===== config.mk =====
export PLATFORM = sky130hd
export DESIGN_NAME = hashed_tag_cache_lru_flat
export DESIGN_NICKNAME = d
export VERILOG_FILES = /design/src/hdl/hcl_pkg.sv /design/src/hdl/hcl_if.sv /design/src/hdl/hcl_cell.sv /design/src/hdl/hashed_tag_cache_lru.sv /design/src/flat_wrapper.sv
export SDC_FILE = /design/constraint.sdc
export NUM_CORES = 2
export LEC_CHECK = 0
export BUFFER_PORTS_ARGS = -buffer_cell sky130_fd_sc_hd__buf_2
export CORE_MARGIN = 2
export CORE_UTILIZATION = 45
export CTS_CLUSTER_DIAMETER = 80
export DETAILED_ROUTE_END_ITERATION = 7
export GPL_ROUTABILITY_DRIVEN = 0
export PLACE_DENSITY = 0.68
export REMOVE_ABC_BUFFERS = 1
export SYNTH_ARGS = -nofsm -noshare
export SYNTH_HDL_FRONTEND = slang
export SYNTH_SLANG_ARGS = --single-unit

===== constraint.sdc =====
create_clock -name clk_i -period 11.3 [get_ports clk_i]
set_input_delay 0 -clock clk_i [delete_from_list [all_inputs] [get_ports clk_i]]
set_output_delay 0 -clock clk_i [all_outputs]
set_load 0.1 [all_outputs]

===== src/hdl/hcl_pkg.sv =====
// shared types and constants of the hashed tag cache
`timescale 1ns / 1ps
`default_nettype none

package hcl_pkg;

  localparam int LINES   = 10;
  localparam int LINE_W  = 6;
  localparam int KEY_W   = 64;
  localparam int LEN_W   = 17;
  localparam int STAMP_W = 64;
  localparam int CFG_W   = 18;

  localparam logic [CFG_W-1:0] MAX_OBJ_RESET = CFG_W'(102400);

  typedef logic [LINE_W-1:0]  line_t;
  typedef logic [KEY_W-1:0]   key_t;
  typedef logic [LEN_W-1:0]   len_t;
  typedef logic [STAMP_W-1:0] stamp_t;

  typedef enum logic [1:0] {
    FUNC_LOOKUP = 2'd0,
    FUNC_FILL   = 2'd1,
    FUNC_TICK   = 2'd2
  } func_e;

  // running search result handed from cell to cell
  typedef struct packed {
    logic   vld;
    logic   found;
    line_t  hit_idx;
    len_t   hit_len;
    logic   have_free;
    line_t  free_idx;
    logic   min_set;
    stamp_t min_stamp;
    line_t  min_idx;
  } scan_t;

  // update broadcast to all cells
  typedef struct packed {
    logic   wr;
    logic   stamp;
    line_t  idx;
    key_t   key;
    len_t   len;
    stamp_t now;
  } cmd_t;

endpackage

`default_nettype wire


===== src/hdl/hcl_if.sv =====
// request and response channel interfaces
`timescale 1ns / 1ps
`default_nettype none

interface hcl_req_if;
  logic                      valid;
  logic                      ready;
  logic [1:0]                func;
  logic [hcl_pkg::KEY_W-1:0] key;
  logic [hcl_pkg::LEN_W-1:0] length;

  modport source (output valid, func, key, length, input ready);
  modport sink   (input valid, func, key, length, output ready);
endinterface

interface hcl_rsp_if;
  logic                       valid;
  logic                       ready;
  logic                       hit;
  logic                       written;
  logic [hcl_pkg::LINE_W-1:0] line;
  logic [hcl_pkg::LEN_W-1:0]  stored_length;

  modport source (output valid, hit, written, line, stored_length, input ready);
  modport sink   (input valid, hit, written, line, stored_length, output ready);
endinterface

`default_nettype wire


===== src/hdl/hcl_cell.sv =====
// one cache line with its stage of the search chain
`timescale 1ns / 1ps
`default_nettype none

module hcl_cell (
  input  logic           clk_i,
  input  logic           rst_ni,
  input  hcl_pkg::line_t idx_i,
  input  hcl_pkg::key_t  key_i,
  input  hcl_pkg::scan_t scan_i,
  input  hcl_pkg::cmd_t  cmd_i,
  output hcl_pkg::scan_t scan_o
);
  import hcl_pkg::*;

  logic   valid_q;
  key_t   tag_q;
  len_t   len_q;
  stamp_t stamp_q;
  scan_t  scan_d, scan_q;
  logic   sel;

  assign sel = (cmd_i.idx == idx_i);

  always_comb begin
    scan_d = scan_i;
    if (scan_i.vld) begin
      if (!scan_i.found && valid_q && (tag_q == key_i)) begin
        scan_d.found   = 1'b1;
        scan_d.hit_idx = idx_i;
        scan_d.hit_len = len_q;
      end
      if (!scan_i.have_free && !valid_q) begin
        scan_d.have_free = 1'b1;
        scan_d.free_idx  = idx_i;
      end
      // strictly smaller keeps the lowest line on ties
      if (!scan_i.min_set || (stamp_q < scan_i.min_stamp)) begin
        scan_d.min_set   = 1'b1;
        scan_d.min_stamp = stamp_q;
        scan_d.min_idx   = idx_i;
      end
    end
  end

  always_ff @(posedge clk_i or negedge rst_ni) begin
    if (!rst_ni) begin
      scan_q  <= '0;
      valid_q <= 1'b0;
    end else begin
      scan_q <= scan_d;
      if (cmd_i.wr && sel) begin
        valid_q <= 1'b1;
      end
    end
  end

  always_ff @(posedge clk_i) begin
    if (cmd_i.wr && sel) begin
      tag_q <= cmd_i.key;
      len_q <= cmd_i.len;
    end
    if ((cmd_i.wr || cmd_i.stamp) && sel) begin
      stamp_q <= cmd_i.now;
    end
  end

  assign scan_o = scan_q;

endmodule

`default_nettype wire


===== src/hdl/hashed_tag_cache_lru.sv =====
// top level of the hashed tag cache with timestamp lru replacement
//
//  port        dir   role
//  ----------  ----  ----------------------------------------------
//  req_i       sink  request beat: func, key, length
//  rsp_o       src   response beat: hit, written, line, stored_length
//  cfg_we_i    in    write strobe for max_object_bytes
//  cfg_wdata_i in    value for max_object_bytes
//
//  lookup and accepted fill: request latched, then the search token walks the
//  cell chain one line per cycle, the result is registered and commit loads the response
//  tick, refused fill, unused code: no search, straight to commit
//  one request in flight; req_i.ready is high only while idle
//  a stalled response holds the block in commit; no line changes until it drains
//  reset empties every line, zeroes the clock and restores max_object_bytes
`timescale 1ns / 1ps
`default_nettype none

module hashed_tag_cache_lru (
  input  logic                      clk_i,
  input  logic                      rst_ni,
  input  logic                      cfg_we_i,
  input  logic [hcl_pkg::CFG_W-1:0] cfg_wdata_i,
  hcl_req_if.sink                   req_i,
  hcl_rsp_if.source                 rsp_o
);
  import hcl_pkg::*;

  typedef enum logic [2:0] {
    ST_IDLE   = 3'b001,
    ST_SCAN   = 3'b010,
    ST_COMMIT = 3'b100
  } state_e;

  state_e state_q, state_d;

  // latched request
  logic [1:0] func_q;
  key_t       key_q;
  len_t       len_q;
  logic       fill_ok_q;

  logic [CFG_W-1:0] max_q;
  stamp_t           time_q;

  // search chain
  logic  inject_q;
  scan_t scan_init;
  scan_t scan_chain [LINES];
  scan_t res_q;
  cmd_t  cmd;

  // response register
  logic  out_vld_q;
  logic  out_hit_q, out_wr_q;
  line_t out_line_q;
  len_t  out_len_q;

  logic  accept, fill_ok, needs_scan, commit;
  logic  is_hit, is_wr;
  line_t victim;

  assign req_i.ready = (state_q == ST_IDLE);
  assign accept      = req_i.valid && req_i.ready;

  // fill gate: non-zero and strictly below the configured limit
  assign fill_ok    = (req_i.length != '0) && ({1'b0, req_i.length} < max_q);
  assign needs_scan = (req_i.func == FUNC_LOOKUP) ||
                      ((req_i.func == FUNC_FILL) && fill_ok);

  // token enters cell 0 with an empty running result
  always_comb begin
    scan_init     = '0;
    scan_init.vld = inject_q;
  end

  for (genvar g = 0; g < LINES; g++) begin : g_cell
    hcl_cell u_cell (
      .clk_i  (clk_i),
      .rst_ni (rst_ni),
      .idx_i  (line_t'(g)),
      .key_i  (key_q),
      .scan_i ((g == 0) ? scan_init : scan_chain[(g == 0) ? 0 : g - 1]),
      .cmd_i  (cmd),
      .scan_o (scan_chain[g])
    );
  end

  // commit waits for the response register to be free
  assign commit = (state_q == ST_COMMIT) && (!out_vld_q || rsp_o.ready);

  assign is_hit = (func_q == FUNC_LOOKUP) && res_q.found;
  assign is_wr  = (func_q == FUNC_FILL) && fill_ok_q;
  // first empty line, else oldest stamp
  assign victim = res_q.have_free ? res_q.free_idx : res_q.min_idx;

  always_comb begin
    cmd       = '0;
    cmd.wr    = commit && is_wr;
    cmd.stamp = commit && is_hit;
    cmd.idx   = is_hit ? res_q.hit_idx : victim;
    cmd.key   = key_q;
    cmd.len   = len_q;
    cmd.now   = time_q;
  end

  always_comb begin
    state_d = state_q;
    unique case (state_q)
      ST_IDLE: begin
        if (accept) begin
          state_d = needs_scan ? ST_SCAN : ST_COMMIT;
        end
      end
      ST_SCAN: begin
        if (scan_chain[LINES-1].vld) begin
          state_d = ST_COMMIT;
        end
      end
      ST_COMMIT: begin
        if (commit) begin
          state_d = ST_IDLE;
        end
      end
      default: state_d = ST_IDLE;
    endcase
  end

  always_ff @(posedge clk_i or negedge rst_ni) begin
    if (!rst_ni) begin
      state_q   <= ST_IDLE;
      inject_q  <= 1'b0;
      max_q     <= MAX_OBJ_RESET;
      time_q    <= '0;
      out_vld_q <= 1'b0;
    end else begin
      state_q  <= state_d;
      inject_q <= accept && needs_scan;
      if (cfg_we_i) begin
        max_q <= cfg_wdata_i;
      end
      if (commit && (func_q == FUNC_TICK)) begin
        time_q <= time_q + STAMP_W'(1);
      end
      if (commit) begin
        out_vld_q <= 1'b1;
      end else if (rsp_o.ready) begin
        out_vld_q <= 1'b0;
      end
    end
  end

  always_ff @(posedge clk_i) begin
    if (accept) begin
      func_q    <= req_i.func;
      key_q     <= req_i.key;
      len_q     <= req_i.length;
      fill_ok_q <= fill_ok;
    end
    if ((state_q == ST_SCAN) && scan_chain[LINES-1].vld) begin
      res_q <= scan_chain[LINES-1];
    end
    if (commit) begin
      out_hit_q  <= is_hit;
      out_wr_q   <= is_wr;
      out_line_q <= is_hit ? res_q.hit_idx : (is_wr ? victim : '0);
      out_len_q  <= is_hit ? res_q.hit_len : '0;
    end
  end

  assign rsp_o.valid         = out_vld_q;
  assign rsp_o.hit           = out_hit_q;
  assign rsp_o.written       = out_wr_q;
  assign rsp_o.line          = out_line_q;
  assign rsp_o.stored_length = out_len_q;

endmodule

`default_nettype wire


===== src/flat_wrapper.sv =====
// flat-port wrapper written by rule: the top's interface ports become plain ports
module hashed_tag_cache_lru_flat import hcl_pkg::*;
  (clk_i, rst_ni, cfg_we_i, cfg_wdata_i, req_i_valid, req_i_func, req_i_key, req_i_length, req_i_ready, rsp_o_valid, rsp_o_hit, rsp_o_written, rsp_o_line, rsp_o_stored_length, rsp_o_ready);
  hcl_req_if req_i_i ();
  hcl_rsp_if rsp_o_i ();
  input  logic clk_i;
  input  logic rst_ni;
  input  logic cfg_we_i;
  input  logic [hcl_pkg::CFG_W-1:0] cfg_wdata_i;
  input wire logic [$bits(req_i_i.valid)-1:0] req_i_valid;
  input wire logic [$bits(req_i_i.func)-1:0] req_i_func;
  input wire logic [$bits(req_i_i.key)-1:0] req_i_key;
  input wire logic [$bits(req_i_i.length)-1:0] req_i_length;
  output wire logic [$bits(req_i_i.ready)-1:0] req_i_ready;
  output wire logic [$bits(rsp_o_i.valid)-1:0] rsp_o_valid;
  output wire logic [$bits(rsp_o_i.hit)-1:0] rsp_o_hit;
  output wire logic [$bits(rsp_o_i.written)-1:0] rsp_o_written;
  output wire logic [$bits(rsp_o_i.line)-1:0] rsp_o_line;
  output wire logic [$bits(rsp_o_i.stored_length)-1:0] rsp_o_stored_length;
  input wire logic [$bits(rsp_o_i.ready)-1:0] rsp_o_ready;
  assign req_i_i.valid = req_i_valid;
  assign req_i_i.func = req_i_func;
  assign req_i_i.key = req_i_key;
  assign req_i_i.length = req_i_length;
  assign req_i_ready = req_i_i.ready;
  assign rsp_o_valid = rsp_o_i.valid;
  assign rsp_o_hit = rsp_o_i.hit;
  assign rsp_o_written = rsp_o_i.written;
  assign rsp_o_line = rsp_o_i.line;
  assign rsp_o_stored_length = rsp_o_i.stored_length;
  assign rsp_o_i.ready = rsp_o_ready;
  hashed_tag_cache_lru u_core (.clk_i(clk_i), .rst_ni(rst_ni), .cfg_we_i(cfg_we_i), .cfg_wdata_i(cfg_wdata_i), .req_i(req_i_i), .rsp_o(rsp_o_i));
endmodule

# [Yosys cells after proc, flatten, opt, wreduce, memory -nomap -nowiden]
# Index checks and enable logic that the tools add are counted.
[totals] regBits=2658 latch_bits=0 mem_bits_rw=0 mem_bits_ro=0 in_bits=106 out_inout_bits=27 word_cells=350 memories=0
[op_classes] add_sub_neg=1 multipliers=0 div=0 n_lt_le_gt_ge=10 n_eq_ne=28 n_shift=0 mux=50 bitwise=0 n_reduce_logical=114
[op_table] cell="$mux 102" n=10
[op_table] cell="$eq 64x64->1" n=10
[op_table] cell="$mux 71" n=9
[op_table] cell="$lt 64x64->1" n=9
[op_table] cell="$mux 24" n=10
[op_table] cell="$mux 7" n=10
[op_table] cell="$add 64x1->64 const B" n=1
[op_table] cell="$logic_and 1x1->1" n=59
[op_table] cell="$logic_not 1->1" n=37
[op_table] cell="$eq 6x3->1 const B" n=4
[op_table] cell="$mux 6" n=4
[op_table] cell="$lt 17x18->1" n=1
[op_table] cell="$reduce_bool 17->1" n=1
[op_table] cell="$eq 6x2->1 const B" n=2
[op_table] cell="$eq 6x4->1 const B" n=2
[op_table] cell="$logic_or 1x1->1" n=12
[op_table] cell="$mux 3" n=4
[op_table] cell="$pmux 3 s3" n=1
[op_table] cell="$eq 6x1->1 const B" n=1
[op_table] cell="$logic_not 6->1" n=1
[op_table] cell="$eq 2x1->1 const B" n=2
[op_table] cell="$logic_not 2->1" n=2
[op_table] cell="$ne 2x2->1 const B" n=2
[op_table] cell="$eq 3x1->1 const B" n=1
[op_table] cell="other kinds (7)" n=8

# [Logic depth before layout (Yosys ltp)]
[logic_depth] ltp_word=7 mapped_depth=12 mapped_depth_nobuf=10

# [Hierarchy]
# From an unflattened synthesis, not the netlist that was laid out.
[hier_totals] cells_unflattened=7452 area_unflattened_um2=118208.4
[by_module_without_submodules] mod="hcl_cell" n_inst=10 cells_per_inst=685 area_per_inst_um2=10925.5 seq_area_each_um2=6956.7
[by_module_without_submodules] mod="hashed_tag_cache_lru" n_inst=1 cells_per_inst=602 area_per_inst_um2=8953.6 seq_area_each_um2=6566.3

# [Worst setup path before layout]
# Ideal clock, no wire load.
[synth_path] kind="flip-flop to flip-flop" startpoint="register u_core.func_q[0]" endpoint="register u_core.g_cell[3].u_cell.stamp_q[0], enable pin" setup_time_ns=0.565 t_arrival_ns=6.272 required_ns=10.735 path_slack_ns=4.463 path_stages_with_launch=7 path_buffers=0 synth_period_minus_slack_ns=6.837 path_cell_list="edfxtp_1 nor3b_1 nor2_1 a21oi_1 nand2_1 or3_1 nor3_1"
[synth_via] elab_chain_len=5 word_cells_on_any_way=10 cone_classes="2 x eq/ne; 1 x mux; 7 x reduce/logical"
[synth_lines] item="from (decl)" line="hashed_tag_cache_lru.sv:38" rtl="logic [1:0] func_q;"
[synth_lines] item="from (signal assigned)" line="hashed_tag_cache_lru.sv:155" rtl="func_q <= req_i.func;"
[synth_lines] item="$logic_not 2->1 / $eq 2x1->1 (equally long branches)" line="hashed_tag_cache_lru.sv:92, hashed_tag_cache_lru.sv:93"
[synth_lines] item="$logic_and 1x1->1, on equally long branches" line="hashed_tag_cache_lru.sv:92, hashed_tag_cache_lru.sv:93"
[synth_lines] item="$mux 6 (tied with other cells)" line="hashed_tag_cache_lru.sv:101" rtl="cmd.idx = is_hit ? res_q.hit_idx : victim;"
[synth_lines] item="$eq 6x2->1 / $logic_or 1x1->1 (equally long branches)" line="hcl_cell.sv:23, hcl_cell.sv:63"
[synth_lines] item="$logic_and 1x1->1 (*)" line="hcl_cell.sv:63" rtl="if ((cmd_i.wr || cmd_i.stamp) && sel) begin"
[synth_lines] item="to (signal assigned)" line="hcl_cell.sv:64" rtl="stamp_q <= cmd_i.now;"
[synth_lines] item="to (decl)" line="hcl_cell.sv:19" rtl="stamp_t stamp_q;"
# Every way passes the cells marked *; elsewhere a longest branch is shown, timed or not.
# A chain may end at the register's enable or synchronous reset.

==> reports/metrics.yaml <==
status: "finished, final reports clean"
overflow: 0
cts_tree: "built"
required_ns: 12.04
seq_area_frac_synth: 0.681
worstSetupPathType: "reg -> reg"
finalHoldViolCount: 0
final_cell_count_no_fill: 10883
track_usage: 0.198
drc_errors: 0
endpoint_kind: "flip-flop"
yosys_most_used_dff: "edfxtp_1"
synth_area_per_cell_um2: 15.0
rows: 177
finalClockSkew_ns: 0.119
min_delay_path_depth: 4
postPlaceCellArea_um2: 110000
fmax_mhz: 218
die_h_um: 488
final.setup.tns_ns: 0
post_cts_buffers: 0
stdcell_area_um2: 121000
io_buffers: 130
finalCriticalPeriod_ns: 4.58
arrival_ns: 5.33
fp.dieArea_um2: 238000
vdd_ir_drop_max_mv: 0.162
period_share: 0.406
initial_core_util: 0.452
first_pass_iters: 6
slew_violations: 0
synthArstFlopShare: 0.376
ff2ff_path_depth: 10
io_pins: 133
grt_pass1_wl_um: 359000
route.vias.total: 56900
drive_gt1_frac: 0.171
numCtsBuffers: 278
core-area_um2: 233000
synth-edff-count: 1588
min_to: "u_core.inject_q$_DFF_PN0_"
nFillCells: 18698
worst_hold_slack_ns: 0.0732
slew_headroom: 0.116
grt_pass1_vias: 59838
worst_pin_slew_ns: 1.33
startpoint_type: "flip-flop"
clock_path_buffers: 4
postSynthCellCount: 7018
yosysUniqueCellTypes: 78
p_per_area_nw_per_um2: 185
avgRoutedWirePerCell_um: 21.4
die_x_um: 488
maxCapViolCount: 0
setup_viol: 0
multiInputGateArea_um2: 30800
drtAntennaViolNets: 0
antenna_found_initial: 4
yosysWarnings: 0
seqCellArea_um2: 71600
rsz0062_at_grt: "no"
dp_hpwl_um: 151000
h-tree-depth: 5
hold_start: "req_i_func[1]"
ys_ff_latch: 2544
grt_max_degree: 163
worst-path-max-fanout: 36
area_delta_synth_final_pct: 15.2
dpl.cell_count: 10152
clk_root_buffer_cell: "clkbuf_16"
cts.sinks: 2544
power.static_leakage_nw: 49.8
layout.nets: 8323
r2r-end: "u_core.g_cell[3].u_cell.scan_o[52]$_DFF_PN0_"
rrSetupSlack_ns: 6.72
syn-cell-area_um2: 105000
clk_latency_ns: 0.96
cts.clk_slew.worst_paths_ns: 0.06
reg2reg_from: "u_core.g_cell[3].u_cell.stamp_q[61]$_DFFE_PP_"
drt_iter0_markers: 4120
routed_wl_um: 233000
viasPerCell: 5.23
hold_path_class: "in -> reg"
==> placed cells by master, fill, tap and decap left out, types with 70 or more instances in the layout <==
master | Yosys | final
a21o_1 | 95 | 92
o21ai_0 | 119 | 119
nor4_1 | 106 | 105
buf_2 | 66 | 129
mux2_2 | 612 | 612
and2_1 | 119 | 119
clkbuf_16 | 0 | 284
a21oi_1 | 190 | 190
dfrtp_1 | 952 | 951
xor2_1 | 298 | 298
nand2b_1 | 77 | 77
edfxtp_1 | 1588 | 1588
nand2_1 | 337 | 337
xnor2_1 | 391 | 391
dlygate4sd3_1 | 0 | 243
inv_1 | 620 | 619
buf_4 | 14 | 117
clkbuf_1 | 69 | 70
ha_1 | 584 | 584
nand4_1 | 220 | 220
nor2_1 | 130 | 112
==> report_power, final <==
part           leakage, nW  switching, mW  internal, mW
combinational         17.2           1.77          1.17
clock                 4.23           3.52          5.08
sequential            28.3          0.312          10.5
==> stage by stage <==
step / util / worst slack [ns] / power [mW]
final: 0.521 / 6.72 / 22.4
after detailed placement: 0.474 / 6.73 / 13.9
after CTS: 0.521 / 6.66 / 22.6
after floorplan: - / 3.79 / 12.8
after global placement: 0.474 / 6.80 / 13.8
after global routing: 0.521 / 6.45 / 23.3
==> area by class of cell <==
type	count	share of cell area
clock inverter	104	0.00767
antenna	6	0.000124
sequential	2544	0.591
multi-input combinational	3694	0.254
timing repair buffer	495	0.0336
inverter	620	0.0192
clock buffer	377	0.0634
tap	3043	0.0314
==> cell families (layout without fill, tap and decap cells) <==
| group | count (synthesis) | count (layout) | synth area share |
|---|---|---|---|
| xor gates and xnor gates | 689 | 689 | 0.0574 |
| buffers and inverters | 781 | 1596 | 0.0294 |
| other | 1 | 8 | 0.0000356 |
| AOI/OAI and AO/OA | 544 | 544 | 0.0321 |
| adders and majority gates | 584 | 584 | 0.0695 |
| DFF | 2544 | 2544 | 0.681 |
| muxes | 621 | 621 | 0.0664 |
| and+or+nand+nor | 1254 | 1254 | 0.0645 |
==> registers in the layout (all words and copies together), names as in the netlist, 4 cells and up <==
signal,flops
u_core.len_q,17
u_core.max_q,18
u_core.rsp_o.stored_length,17
u_core.g_cell.u_cell.tag_q,640
u_core.g_cell.u_cell.stamp_q,640
u_core.g_cell.u_cell.scan_o,859
u_core.rsp_o.line,4
u_core.res_q,31
u_core.time_q,64
u_core.g_cell.u_cell.valid_q,10
u_core.g_cell.u_cell.len_q,170
u_core.key_q,64
==> routing by layer <==
layer	wire length (um)	part of all wire	up-vias	track usage
met3	11000	0.047	396	0.0308
li1	-	-	26335	-
met4	7500	0.032	0	0.0682
met2	115000	0.49	1384	0.335
met5	0	0	-	0
met1	99600	0.43	28785	0.260
==> critical path: stages, from the launching register on <==
cell      delay [ns]
edfxtp_1        0.41
ha_1            0.32
nand4_1         0.18
nor4_1          0.70
nand3_1         0.29
or4_1           0.48
o22ai_1         0.16
nor4bb_1        0.11
o22ai_4         0.77
buf_4           0.58
mux2_2          0.41
==> synthesized netlist by cell type (130+ instances only) <==
cell | count | area share
edfxtp_1 | 1588 | 0.45
dfrtp_1 | 952 | 0.23
inv_1 | 620 | 0.022
mux2_2 | 612 | 0.066
ha_1 | 584 | 0.069
xnor2_1 | 391 | 0.033
nand2_1 | 337 | 0.012
xor2_1 | 298 | 0.025
nand4_1 | 220 | 0.013
a21oi_1 | 190 | 0.0090
nor2_1 | 130 | 0.0046
==> worst max path at each step <==
| stage | slack [ns] | start | endpoint |
|---|---|---|---|
| after detailed placement | 6.73 | u_core.g_cell[3].u_cell.stamp_q[61]$_DFFE_PP_ | u_core.g_cell[3].u_cell.scan_o[64]$_DFF_PN0_ |
| final | 6.72 | u_core.g_cell[3].u_cell.stamp_q[61]$_DFFE_PP_ | u_core.g_cell[3].u_cell.scan_o[52]$_DFF_PN0_ |
| after CTS | 6.66 | u_core.g_cell[3].u_cell.stamp_q[61]$_DFFE_PP_ | u_core.g_cell[3].u_cell.scan_o[52]$_DFF_PN0_ |
| after floorplan | 3.79 | u_core.func_q[0]$_DFFE_PP_ | u_core.g_cell[7].u_cell.stamp_q[0]$_DFFE_PP_ |
| after global placement | 6.80 | u_core.g_cell[3].u_cell.stamp_q[54]$_DFFE_PP_ | u_core.g_cell[3].u_cell.scan_o[55]$_DFF_PN0_ |
| after global routing | 6.45 | u_core.g_cell[3].u_cell.stamp_q[54]$_DFFE_PP_ | u_core.g_cell[3].u_cell.scan_o[52]$_DFF_PN0_ |
==> what timing repair did <==
| item | 4_1_cts | 5_1_grt |
|---|---|---|
| hold endpoints to repair | 524 | 0 |
| hold buffers | 244 | 0 |
| resized for setup | 0 | 0 |
Power figures use the tool's default switching activity.
